$ cat src/rtl/cdq_pkg.sv
`timescale 1ns / 1ps
// shared types and constants for the circular deque
// no dependencies

package cdq_pkg;

  localparam int DEPTH  = 16;
  localparam int IDX_W  = (DEPTH > 1) ? $clog2(DEPTH) : 1;
  localparam int DATA_W = 32;
  localparam int CMD_W  = 3;

  localparam logic [IDX_W-1:0] LAST_IDX = IDX_W'(DEPTH - 1);

  localparam logic [CMD_W-1:0] CMD_PUSH_FRONT = 3'd0;
  localparam logic [CMD_W-1:0] CMD_PUSH_REAR  = 3'd1;
  localparam logic [CMD_W-1:0] CMD_POP_FRONT  = 3'd2;
  localparam logic [CMD_W-1:0] CMD_POP_REAR   = 3'd3;
  localparam logic [CMD_W-1:0] CMD_NOP        = 3'd4;

  typedef struct packed {
    logic [CMD_W-1:0]         cmd;
    logic signed [DATA_W-1:0] value;
  } cmd_word_t;

  typedef struct packed {
    logic                     ok;
    logic signed [DATA_W-1:0] popped;
    logic                     is_empty;
    logic                     is_full;
    logic signed [DATA_W-1:0] head_word;
    logic signed [DATA_W-1:0] tail_word;
  } result_word_t;

  typedef enum logic [1:0] {
    ST_IDLE = 2'b01,
    ST_RESP = 2'b10
  } state_t;

endpackage

$ cat src/rtl/cdq_ram.sv
`timescale 1ns / 1ps
// single-port-write, single-port-read synchronous ram with a registered read
// standalone, no package needed

module cdq_ram #(
  parameter int DEPTH = 16,
  parameter int WIDTH = 32
) (
  input  logic                                      clk,
  input  logic                                      we,
  input  logic [((DEPTH > 1) ? $clog2(DEPTH) : 1)-1:0] waddr,
  input  logic [WIDTH-1:0]                          wdata,
  input  logic                                      re,
  input  logic [((DEPTH > 1) ? $clog2(DEPTH) : 1)-1:0] raddr,
  output logic [WIDTH-1:0]                          rdata
);

  logic [WIDTH-1:0] mem [DEPTH];

  always_ff @(posedge clk) begin
    if (we) begin
      mem[waddr] <= wdata;
    end
  end

  always_ff @(posedge clk) begin
    if (re) begin
      rdata <= mem[raddr];
    end
  end

endmodule

$ cat src/rtl/circular_deque.sv
`timescale 1ns / 1ps
// circular deque: DEPTH signed words in a synchronous ram, front and rear words cached
// an accepted command moves the deque to ST_RESP, which registers the result and raises done;
//   done is high for one cycle, and the receiver takes the result at the edge that ends it
// a new command is not accepted while busy; busy is high for the cycle in which
//   the ram read for a pop returns and the result is formed
// the receiver cannot stall; reset (rst, synchronous) empties the deque, ram is not cleared
// depends on cdq_pkg and cdq_ram

module circular_deque
  import cdq_pkg::*;
(
  input  logic         clk,
  input  logic         rst,
  input  logic         start,
  output logic         busy,
  input  cmd_word_t    item,
  output logic         done,
  output result_word_t result
);

  state_t state;

  logic [IDX_W-1:0] head, head_next;
  logic [IDX_W-1:0] tail, tail_next;
  logic             empty, empty_next;

  logic signed [DATA_W-1:0] front_word, front_next;
  logic signed [DATA_W-1:0] rear_word, rear_next;

  logic                     ok, ok_next;
  logic signed [DATA_W-1:0] popped, popped_next;
  logic                     load_front, load_front_next;
  logic                     load_rear, load_rear_next;

  logic              accept;
  logic              full;
  logic [IDX_W-1:0]  head_inc, head_dec, tail_inc, tail_dec;

  logic              we, re;
  logic [IDX_W-1:0]  waddr, raddr;
  logic [DATA_W-1:0] rdata;

  logic signed [DATA_W-1:0] head_view, tail_view;
  logic                     full_now;

  cdq_ram #(
    .DEPTH (DEPTH),
    .WIDTH (DATA_W)
  ) u_ram (
    .clk   (clk),
    .we    (we),
    .waddr (waddr),
    .wdata (item.value),
    .re    (re),
    .raddr (raddr),
    .rdata (rdata)
  );

  assign busy   = (state == ST_RESP);
  assign accept = start && !busy;

  assign head_inc = (head == LAST_IDX) ? '0 : head + 1'b1;
  assign head_dec = (head == '0) ? LAST_IDX : head - 1'b1;
  assign tail_inc = (tail == LAST_IDX) ? '0 : tail + 1'b1;
  assign tail_dec = (tail == '0) ? LAST_IDX : tail - 1'b1;
  assign full     = !empty && (tail_inc == head);

  always_comb begin
    head_next       = head;
    tail_next       = tail;
    empty_next      = empty;
    front_next      = front_word;
    rear_next       = rear_word;
    ok_next         = 1'b0;
    popped_next     = '0;
    load_front_next = 1'b0;
    load_rear_next  = 1'b0;
    we              = 1'b0;
    waddr           = '0;
    re              = 1'b0;
    raddr           = '0;
    if (accept) begin
      unique case (item.cmd)
        CMD_PUSH_FRONT, CMD_PUSH_REAR: begin
          if (!full) begin
            ok_next = 1'b1;
            we      = 1'b1;
            if (empty) begin
              // first word goes to entry zero
              head_next  = '0;
              tail_next  = '0;
              empty_next = 1'b0;
              waddr      = '0;
              front_next = item.value;
              rear_next  = item.value;
            end else if (item.cmd == CMD_PUSH_FRONT) begin
              head_next  = head_dec;
              waddr      = head_dec;
              front_next = item.value;
            end else begin
              tail_next = tail_inc;
              waddr     = tail_inc;
              rear_next = item.value;
            end
          end
        end
        CMD_POP_FRONT, CMD_POP_REAR: begin
          if (!empty) begin
            ok_next     = 1'b1;
            popped_next = (item.cmd == CMD_POP_FRONT) ? front_word : rear_word;
            if (head == tail) begin
              head_next  = '0;
              tail_next  = '0;
              empty_next = 1'b1;
            end else if (item.cmd == CMD_POP_FRONT) begin
              // fetch the new front word from the ram
              head_next       = head_inc;
              re              = 1'b1;
              raddr           = head_inc;
              load_front_next = 1'b1;
            end else begin
              tail_next      = tail_dec;
              re             = 1'b1;
              raddr          = tail_dec;
              load_rear_next = 1'b1;
            end
          end
        end
        default: begin
        end
      endcase
    end
  end

  assign head_view = load_front ? rdata : front_word;
  assign tail_view = load_rear ? rdata : rear_word;
  assign full_now  = !empty && (tail_inc == head);

  always_ff @(posedge clk) begin
    if (rst) begin
      state <= ST_IDLE;
      head  <= '0;
      tail  <= '0;
      empty <= 1'b1;
      done  <= 1'b0;
    end else begin
      done <= 1'b0;
      unique case (state)
        ST_IDLE: begin
          if (accept) begin
            head  <= head_next;
            tail  <= tail_next;
            empty <= empty_next;
            state <= ST_RESP;
          end
        end
        ST_RESP: begin
          done  <= 1'b1;
          state <= ST_IDLE;
        end
        default: begin
          state <= ST_IDLE;
        end
      endcase
    end
  end

  // payload registers
  always_ff @(posedge clk) begin
    if (accept) begin
      front_word <= front_next;
      rear_word  <= rear_next;
      ok         <= ok_next;
      popped     <= popped_next;
      load_front <= load_front_next;
      load_rear  <= load_rear_next;
    end else if (busy) begin
      front_word       <= head_view;
      rear_word        <= tail_view;
      result.ok        <= ok;
      result.popped    <= popped;
      result.is_empty  <= empty;
      result.is_full   <= full_now;
      result.head_word <= empty ? '0 : head_view;
      result.tail_word <= empty ? '0 : tail_view;
    end
  end

endmodule
$ cat config.mk
export PLATFORM = sky130hd
export DESIGN_NAME = circular_deque
export DESIGN_NICKNAME = d
export VERILOG_FILES = /design/src/rtl/cdq_pkg.sv /design/src/rtl/cdq_ram.sv /design/src/rtl/circular_deque.sv
export SDC_FILE = /design/constraint.sdc
export NUM_CORES = 1
export LEC_CHECK = 0
export ABC_AREA = 1
export BUFFER_PORTS_ARGS = -buffer_cell sky130_fd_sc_hd__buf_2
export CORE_ASPECT_RATIO = 0.7
export CORE_MARGIN = 2
export CORE_UTILIZATION = 42
export DETAILED_ROUTE_END_ITERATION = 7
export SYNTH_ARGS = -nofsm -noshare
export SYNTH_HDL_FRONTEND = slang
export SYNTH_SLANG_ARGS = --single-unit
$ cat constraint.sdc
create_clock -name clk -period 6.95 [get_ports clk]
set_input_delay 2.085 -clock clk [delete_from_list [all_inputs] [get_ports clk]]
set_output_delay 2.085 -clock clk [all_outputs]
set_load 0.005 [all_outputs]
== After elaboration in Yosys (flattened, before gate mapping) ==
Memories as Yosys holds them, arrays and structs flattened. A register that Yosys moved wholly into a read port is not among the register bits.
Cells that the tools add are included.

* Register bits: 210
* RAM bits: 512
* Bits of input ports: 38
* Output and inout port bits: 101
* Word-level logic and storage cells: 125
* Memories: 1

{| class="wikitable"
|+ Memories
! name !! depth !! width !! rd ports !! clocked after Yosys merged registers in !! wr ports !! line !! text
|-
| u_ram.mem || 16 || 32 || 1 || 1 || 1 || cdq_ram.sv:18 || <nowiki>logic [WIDTH-1:0] mem [DEPTH];</nowiki>
|}

* Add/subtract/negate cells: 4
* Equal/unequal tests: 19
* Mux-type cells: 61
* Bitwise gates (word level): 3
* Reductions and logical operators: 20

{| class="wikitable"
|+ Operator list
! cell !! count
|-
| 2-to-1 mux 32 bit || 15
|-
| 2-to-1 mux 4 bit || 26
|-
| 2-to-1 mux 1 bit || 16
|-
| case mux 4 bit (2 select lines) || 2
|-
| inequality test 3 bit, second input constant || 5
|-
| AND reduction 7 bit || 2
|-
| AND reduction 4 bit || 3
|-
| adder 4 x 1 -> 4 bit, second input constant || 2
|-
| == test 4 bit || 2
|-
| == test 4 bit, second input constant || 2
|-
| logical NOT 4 bit || 2
|-
| OR reduction 2 bit || 4
|-
| subtractor 4 x 1 -> 4 bit, second input constant || 2
|-
| == test 3 x 2 -> 1 bit, second input constant || 2
|-
| inequality test 2 bit, second input constant || 3
|-
| case mux 1 bit (2 select lines) || 2
|-
| nonzero test 2 bit || 2
|-
| == test 3 x 1 -> 1 bit, second input constant || 1
|-
| logical NOT 3 bit || 1
|-
| inequality test 3 x 2 -> 1 bit, second input constant || 1
|-
| NOT 1 bit || 3
|-
| OR reduction 3 bit || 1
|-
| == test 2 x 1 -> 1 bit, second input constant || 1
|-
| == test 2 bit, second input constant || 1
|-
| 4 further kinds || 6
|}

== Logic depth before layout (Yosys ltp) ==
Gate-level depths: netlist of run 1.

* Word-level depth: 9
* Mapped depth: 15

== By module ==
From an unflattened synthesis of run 1, not the netlist that was laid out.

* Cell total of the unflattened synthesis: 2991
* Area total of the unflattened synthesis: 32263.4 µm²

{| class="wikitable"
|+ Modules (own cells, without submodules)
! module !! times used !! cells each !! area each (µm²) !! sequential area each (µm²)
|-
| cdq_ram || 1 || 2120 || 23050.9 || 16335.7
|-
| circular_deque || 1 || 871 || 9212.6 || 6185.9
|}

== Worst setup path before layout of run 1 ==
No wires, ideal clock.

* Kind: input to register
* From: input item[34] in the netlist's numbering
* To: register front_word[0] (enable)
* Library setup time: 470 ps
* Arrival time: 5005 ps
* Data required time: 6480 ps
* Path slack: 1475 ps
* Stages on the path: 5
* Path buffers: 0
* Cells stage by stage: nor2_1 nand2_1 inv_1 nor2_1 o31ai_1

* Longest elaborated chain between the ends: 4
* Elaborated cells between the ends (all ways): 6
* Classes of those cells: eq/ne (3); reduce/logical (3)

{| class="wikitable"
|+ Ends and longest elaborated chain
! element !! line !! text
|-
| from (decl) || circular_deque.sv:17 || <nowiki>input cmd_word_t item,</nowiki>
|-
| == test 3 x 1 -> 1 bit / logical NOT 3 bit (equally long branches) || circular_deque.sv:84, circular_deque.sv:97 ||
|-
| OR reduction 2 bit || circular_deque.sv:84 || <nowiki>unique case (item.cmd)</nowiki>
|-
| inequality test 2 x 1 -> 1 bit (no source line) || -- ||
|-
| AND reduction 4 bit (no source line) * || -- ||
|-
| to (signal assigned) || circular_deque.sv:172 || <nowiki>front_word <= front_next;</nowiki>
|-
| to (signal assigned) || circular_deque.sv:179 || <nowiki>front_word <= head_view;</nowiki>
|-
| to (decl) || circular_deque.sv:28 || <nowiki>logic signed [DATA_W-1:0] front_word, front_next;</nowiki>
|}

Mark *: on every way between the ends. The rest lies on a longest branch, timed or not.
A chain may end at the register's enable or synchronous reset.

== Final worst setup path of run 1 ==
* From: input item[34] in the netlist's numbering
* To: memory u_ram.mem[7][19] (enable)

* Longest elaborated chain between the ends: 6
* Elaborated cells between the ends (all ways): 12
* Classes of those cells: eq/ne (1); mux (9); reduce/logical (2)

{| class="wikitable"
|+ Ends and longest elaborated chain
! element !! line
|-
| == test 3 x 1 -> 1 bit / logical NOT 3 bit (equally long branches) || circular_deque.sv:84, circular_deque.sv:97
|-
| OR reduction 2 bit / 2-to-1 mux 4 bit (equally long branches) || circular_deque.sv:84, circular_deque.sv:97
|-
| 2-to-1 mux 1 bit / 2-to-1 mux 4 bit (equally long branches) || circular_deque.sv:84, circular_deque.sv:89
|-
| 2-to-1 mux 1 bit / 2-to-1 mux 4 bit (equally long branches) || circular_deque.sv:83, circular_deque.sv:86
|-
| 2-to-1 mux 1 bit / 2-to-1 mux 4 bit (equally long branches) || cdq_ram.sv:21, circular_deque.sv:84
|-
| 2-to-1 mux 1 bit (not written as such) / 2-to-1 mux 4 bit (equally long branches) || cdq_ram.sv:22, circular_deque.sv:83
|-
| to (decl) || cdq_ram.sv:18
|}

Parallel ways exist; a longest one is shown, timed or not.

==> impl_summary.txt, run 1 <==
----------------------------------------------------
[Run status]
  Result of the run ... finished, final reports clean

[Die]
  Chip height ... about 240 um
  Number of placed I/O pins ... ~140
  Width of the die ... between 300 and 400 um
  Number of placement rows ... 85
  Floorplan die area ... between 0.07 and 0.08 mm2
  Core outline area ... roughly 0.077 mm2
  Starting utilization of the core area ... 0.424

[Synthesis]
  Count of flip-flops with a built-in enable after synthesis ... between 700 and 800
  Share of async-settable or async-resettable flops after synthesis ... 0
  Total standard cell area after synthesis ... 0.0325 mm2
  Area share of the leading cell type in the synthesized netlist ... 0.686
  Top post-synthesis cells by count ... edfxtp_1, nand2_1, inv_1, nand3_1, o21ai_0
  Sequential area share after synthesis ... 0.693
  Top-count cell post-synth ... edfxtp_1
  Number of storage elements in the synthesis netlist ... between 700 and 800
  Top FF cell, synth ... edfxtp_1
  Unique masters post-synth ... 34
  Gate count of the mapped netlist ... 3,065
  Synth area leader ... edfxtp_1
  Number of nets in the synthesized netlist ... approximately 3,100
  Largest cells by area after synthesis ... edfxtp_1, nand2_1, nand3_1
  Avg Synthesized Cell Area ... 10.6 um2
  YS warnings ... 0

[Critical path]
  Kind of end point of the critical path ... flop
  CP bufs+invs ... 4
  Crit path cell chain ... buf_2 -> nor2_1 -> nand2_1 -> inv_1 -> nor2_1 -> inv_1 -> nor2_1 -> a21oi_1 -> nand3_1 -> nor2_4 -> buf_4
  Most Frequent Cell on Critical Path ... nor2_1
  CP max stage delay ... roughly 0.56 ns
  Worst-case reg-to-reg path depth ... 10
  Slowest stage cell on the critical path ... nor2_4
  Arrival time of data at the critical path endpoint ... between 4 and 5 ns
  Slack of the worst reg-to-reg path ... between 2 and 3 ns
  Nature of the critical path startpoint ... input pin
  Family with the most delay on the worst path ... simple AND/OR/NAND/NOR gates
  Maximum net fanout on the critical path ... 21
  Setup Crit Path Kind ... in -> reg
  Reg2reg end ... u_ram.mem[9][12]
  Startpoint of the worst register-to-register path ... tail[0]
  Endpoint required time on the critical path ... 7.21 ns

[Timing]
  Number of max-slew violations in the final report ... 0
  Normalized max-slew margin ... 0.163
  Least-Margin Pin Slew ... approximately 1.3 ns
  Setup repair after global routing missed its margin ... false
  Final setup vio count ... 0
  Max Clock Skew ... 0.0149 ns
  Fin crit period ... roughly 4.6 ns
  Setup slack after layout ... 2.31 ns
  Achievable Freq ... 0.215 GHz
  Final sum of negative setup slack ... 0 ns
  Count of final hold-check violations ... 0
  Period Utilization, post-route ... 0.668

[Drt]
  Drt first pass iters ... 5
  DR iter-0 viols ... between 2,000 and 3,000
  # DRC ... 0
  WL final ... between 80 and 90 mm
  Routed wirelength normalized by instance count ... slightly above 20 um
  Via count normalized by instance count ... a little over 5
  Total via count in the routed design ... between 20,000 and 25,000
  Detail Route Antenna Nets ... 0

[Placed design]
  Area after DPL ... between 0.03 and 0.04 mm2
  HPWL after DPL ... between 40 and 50 mm
  Global placement routability congestion ... approximately 0.94
  Pre-CTS setup slack ... 1.74 ns
  Cell count after placement ... 4,127
  IO buf count ... 138

[Flow run]
  Number of maximum-capacitance constraint violations ... 0

[Layout]
  Count of placed standard cells in the final layout, fillers left out ... about 4,300
  Antenna diode count ... 0
  Share of the core filled with cells ... 0.478
  Final std cell area, no fill ... ~0.037 mm2
  Synth-to-Final Area Change ... 12.8%
  Share of cells above drive strength 1 ... 0.101
  Total number of nets in the final design ... around 3,200
  Fill cell instance count of the final layout ... around 7,000

[Global routing]
  Remaining global-route overflow ... 0
  Vias in the first global route ... 20,861
  Largest net degree at the start of global routing ... around 140
  Initial antenna violation count ... 1
  Wire length of the first global-routing pass ... 129 mm
  Overall global routing resource usage ... 0.216

[Min path]
  Worst hold stages ... 0
  End of the worst hold path ... result[78]
  Launch point of the worst hold path ... popped[12]
  Hold WC Path Type ... reg -> reg

[CTS]
  Count of hold buffers inserted by post-cts repair ... 0
  Total of cells resized after clock tree synthesis ... 0
  Number of H-tree levels ... 3
  Root buffer cell ... clkbuf_16
  Clk_lat worst skew ... roughly 0.63 ns
  Clk sinks ... around 750
  Post-CTS setup-driven buffer insertion count ... 0
  Number of buffers between clock root and the deepest sink ... 3
  Reg clk slew, reported paths ... 0.06 ns
  TritonCTS Buffers ... 71
  TritonCTS clock tree ... yes

[Power and ir drop]
  Peak supply drop ... between 0.15 and 0.2 mV
  Leakage power of the design ... around 15 nW
  Pwr/cell area ... 255 mW/mm2

----------------------------------------------------
==> registers in the layout, summed over array words and instances (netlist names), 2 cells and up <==
name and count:
head 4, u_ram.rdata 32, result 99, u_ram.mem 512, rear_word 32, tail 4, front_word 32, state 2
popped 32
==> cells in the final DEF, fill, tap and decap left out, types with 4 or more instances in the layout <==
cell	instances
edfxtp_1	742
nand2_1	702
inv_1	568
nand3_1	476
buf_2	138
o21ai_0	133
nor2_1	88
clkbuf_16	75
nand4_1	66
a21oi_1	45
buf_4	37
nor2_4	21
clkbuf_1	19
clkinv_1	14
inv_2	13
clkinv_2	11
dfxtp_1	11
bufinv_16	8
o22ai_1	7
buf_12	6
ha_1	4
==> stage by stage <==
stage	power, mW	hold slack, ns
after floorplan	5.33	0.400
after global placement	5.48	0.402
after detailed placement	5.48	0.405
after CTS	9.41	0.410
after global routing	9.62	0.417
final	9.36	0.408
==> cell type report <==
class | count | area (um2) | share of cell area
Tap cell | 1044 | 1310 | 0.0357
Clock buffer | 94 | 1950 | 0.0532
Multi-Input combinational cell | 1564 | 7190 | 0.196
Inverter | 584 | 2190 | 0.0599
Timing Repair Buffer | 181 | 1090 | 0.0297
Clock inverter | 36 | 382 | 0.0104
Sequential cell | 754 | 22500 | 0.615
==> worst max path at each step <==
| stage | startpoint | to | slack (ns) | depth (start not counted) |
|---|---|---|---|---|
| 6_report | item[34] | u_ram.mem[7][19] | 2.31 | 11 |
| 5_1_grt | item[34] | u_ram.mem[4][27] | 2.22 | 9 |
| 4_1_cts | item[34] | u_ram.mem[4][27] | 2.39 | 11 |
| 3_5_place_dp | item[34] | u_ram.mem[4][14] | 1.74 | 11 |
| 3_3_place_gp | item[34] | u_ram.mem[7][14] | 1.80 | 11 |
| 2_1_floorplan | item[34] | front_word[0] | 1.47 | 5 |
==> power by group <==
group / leakage [nW] / internal [mW] / total, mW / switching, mW
clock network: 1.14 / 2.28 / 3.97 / 1.69
logic: 6.88 / 0.0676 / 0.322 / 0.255
registers: 6.80 / 5.05 / 5.07 / 0.0183
==> worst reg2reg max path: cells and delay by family (launching register included) <==
| kind | cells | cell delay [ns] |
|---|---|---|
| AO/OA/AOI/OAI | 1 | 0.49 |
| adder cells (fa/ha/maj) | 1 | 0.25 |
| AND/OR/NAND/NOR | 7 | 2.18 |
| XOR/XNOR | 1 | 0.19 |
| flip-flops | 1 | 0.49 |
==> kinds of logic (layout without fill, tap and decap cells) <==
kind of cell,count (synthesis),count (layout),share of synthesized area
flops,754,754,0.693
simple gates,1360,1360,0.181
mux,1,1,0.000308
fa+ha+maj,4,4,0.00154
xor+xnor,4,4,0.00108
buf+inv,747,895,0.0914
compound gates,195,195,0.0310
==> per-layer routing <==
layer | track usage | part of all wire | vias up | wire length [um]
met3 | 0.0413 | 0.083 | 127 | 7100
met4 | 0.0631 | 0.026 | 2 | 2250
met1 | 0.313 | 0.44 | 10708 | 38100
met5 | 0 | 0.00013 | - | 11
met2 | 0.330 | 0.45 | 889 | 38400
li1 | - | - | 10323 | -
(Power assumes the default switching activity.)
==> inputs of run 2 (changes only) <==
==> constraint.sdc (replaced) <==
create_clock -name clk -period 4.7 [get_ports clk]
set_input_delay 1.41 -clock clk [delete_from_list [all_inputs] [get_ports clk]]
set_output_delay 1.41 -clock clk [all_outputs]
set_load 0.005 [all_outputs]
==> run 2 against run 1 <==
Net effect: global-route usage fell by 0.22 points; sequential share of layout area fell by 0.37 points; die area did not move; hold slack improved by 0.010 ns; flip-flop and latch count did not move; largest cell class unchanged; largest power group unchanged; highest routed layer unchanged.
==> impl_summary.txt, run 2 (synthesis gave the netlist of run 1 again) <==
----------------------------------------------------
[Run status]
  Result of the run ... finished, final reports clean

[Power and ir drop]
  Switching power summed over all nets ... 2.86 mW
  Sequential group share of total power ... 0.551
  Pwr/cell area ... ~370 mW/mm2
  Leakage power of the design ... ~15 nW
  Internal power consumption ... 10.7 mW
  Peak supply drop ... 0.334 mV
  Comb pwr share ... 0.035
  Portion of total power attributed to the clock network ... 0.414
  Switching part of the total ... 0.210

[Die]
  Core outline area ... approximately 0.077 mm2
  Floorplan die area ... 0.0796 mm2
  Width of the die ... between 300 and 400 um
  Number of placement rows ... between 80 and 90
  Starting utilization of the core area ... 0.424
  Number of placed I/O pins ... roughly 140
  Chip height ... between 200 and 250 um

[Layout]
  Final std cell area, no fill ... about 0.037 mm2
  Largest register by flop count ... u_ram.mem
  Highest-count cells in the layout ignoring fill and taps ... edfxtp_1, nand2_1, inv_1
  Max reg flops ... 512
  Total number of nets in the final design ... approximately 3,200
  Registers with the most flip-flops ... u_ram.mem x512, result x99
  Share of cells above drive strength 1 ... 0.106
  Synth-to-Final Area Change ... 13.5%
  Most frequent standard cell in the layout excluding fill and tap cells ... edfxtp_1

[Drt]
  Routed wirelength normalized by instance count ... 19.8 um
  DR iter-0 viols ... ~2,400
  WL final ... ~85 mm
  Drt first pass iters ... 6
  Total via count in the routed design ... ~22,000
  Detail Route Antenna Nets ... 0
  # DRC ... 0
  Via count normalized by instance count ... 5.10

[Critical path]
  Slowest stage cell on the critical path ... nor2_4
  Crit path cell chain ... ha_1 -> nand2_1 -> o21ai_1 -> xor2_1 -> nor2_1 -> nand2_1 -> nand2_1 -> o21ai_1 -> nor2_4 -> buf_4
  Most Frequent Cell on Critical Path ... nand2_1
  Endpoint required time on the critical path ... ~5.0 ns
  Arrival time of data at the critical path endpoint ... 3.80 ns
  Kind of end point of the critical path ... flop
  CP bufs+invs ... 1
  Maximum net fanout on the critical path ... 13
  Family with the most delay on the worst path ... simple AND/OR/NAND/NOR gates
  Setup Crit Path Kind ... reg -> reg
  Nature of the critical path startpoint ... flop
  CP max stage delay ... 0.53 ns

[Timing]
  Count of final hold-check violations ... 0
  Fin crit period ... 3.50 ns
  Hold Worst Slack ... ~0.42 ns
  Achievable Freq ... ~0.29 GHz
  Least-Margin Pin Slew ... 1.01 ns
  Setup repair after global routing missed its margin ... false
  Period Utilization, post-route ... 0.745
  Max Clock Skew ... about 0.03 ns
  Final setup vio count ... 0
  Normalized max-slew margin ... 0.330
  Number of max-slew violations in the final report ... 0

[CTS]
  Root buffer cell ... clkbuf_16
  Reg clk slew, reported paths ... approximately 0.060 ns
  TritonCTS Buffers ... 69
  Clk sinks ... about 750
  Number of buffers between clock root and the deepest sink ... 3
  Clk_lat worst skew ... just over 0.6 ns
  Number of H-tree levels ... 3
  Post-CTS setup-driven buffer insertion count ... 0
  TritonCTS clock tree ... yes
  Count of hold buffers inserted by post-cts repair ... 0
  Total of cells resized after clock tree synthesis ... 0

[Global routing]
  Vias in the first global route ... 20,720
  Remaining global-route overflow ... 0
  Wire length of the first global-routing pass ... 128 mm
  Initial antenna violation count ... 4
  Overall global routing resource usage ... 0.213
  Largest net degree at the start of global routing ... 129

[Placed design]
  Area after DPL ... 0.0347 mm2
  HPWL after DPL ... 48.4 mm
  IO buf count ... ~140
  Global placement routability congestion ... between 0.9 and 1

[Min path]
  Hold WC Path Type ... reg -> reg

[Flow run]
  Number of maximum-capacitance constraint violations ... 0

----------------------------------------------------
## run 2: changes by cell type in the layout (fill, tap and decap cells not counted), sizes merged
cell | previous run | this run
diode | 0 | 1
bufinv | 8 | 7
buf | 181 | 207
clkinv | 25 | 20
clkbuf | 94 | 90
clkinvlp | 2 | 1
## run 2: cell type report
class,count,area [um2]
fillers,6957,39800
flip-flops and latches,754,22500
multi-input cells,1564,7200
inverters,584,2200
clock buffers,90,1850
repair buffers,207,1450
well taps,1044,1310
clock inverters,29,339
diodes,1,2.50
## run 2: through the flow
| step | setup slack (ns) | setup TNS, ns | std cells | utilization | power [mW] |
|---|---|---|---|---|---|
| after floorplan | -0.104 | -29.83 | 3065 | - | 7.87 |
| after global placement | 0.696 | 0 | 4153 | 0.452 | 8.10 |
| after detailed placement | 0.645 | 0 | 4153 | 0.452 | 8.11 |
| after CTS | 1.18 | 0 | 4272 | 0.481 | 13.7 |
| after global routing | 1.04 | 0 | 4273 | 0.481 | 14.0 |
| final | 1.20 | 0 | 4273 | 0.481 | 13.6 |
## run 2: power by group through the flow
| stage | Clock [mW] | Sequential, mW | Combinational [mW] |
|---|---|---|---|
| finish | 5.63 | 7.49 | 0.471 |
| detailed placement | 0 | 7.63 | 0.471 |
| floorplan | 0 | 7.63 | 0.243 |
| CTS | 5.72 | 7.49 | 0.473 |
| global route | 5.97 | 7.49 | 0.520 |
| global placement | 0 | 7.63 | 0.468 |
## run 2: worst paths after layout
check | startpoint | end | slack (ns) | cells after the start
hold reg to reg | popped[29] | result[95] | 0.42 | 0
setup reg to reg | tail[0] | u_ram.mem[0][1] | 1.20 | 10
hold / removal | popped[29] | result[95] | 0.42 | 0
setup / recovery | tail[0] | u_ram.mem[0][1] | 1.20 | 10
## run 2: layer usage
metal | up-vias | global-route usage | part of all wire
li1 | 10370 | - | -
met1 | 10535 | 0.313 | 0.45
met2 | 737 | 0.331 | 0.45
met3 | 126 | 0.0336 | 0.068
met4 | 4 | 0.0567 | 0.024
met5 | - | 0 | 0.00027
## run 2: worst register-to-register path, stage by stage (launching register included)
cell and delay [ns]:
dfxtp_1 0.46, ha_1 0.25, nand2_1 0.10, o21ai_1 0.36
xor2_1 0.12, nor2_1 0.16, nand2_1 0.18, nand2_1 0.33
o21ai_1 0.35, nor2_4 0.54, buf_4 0.35
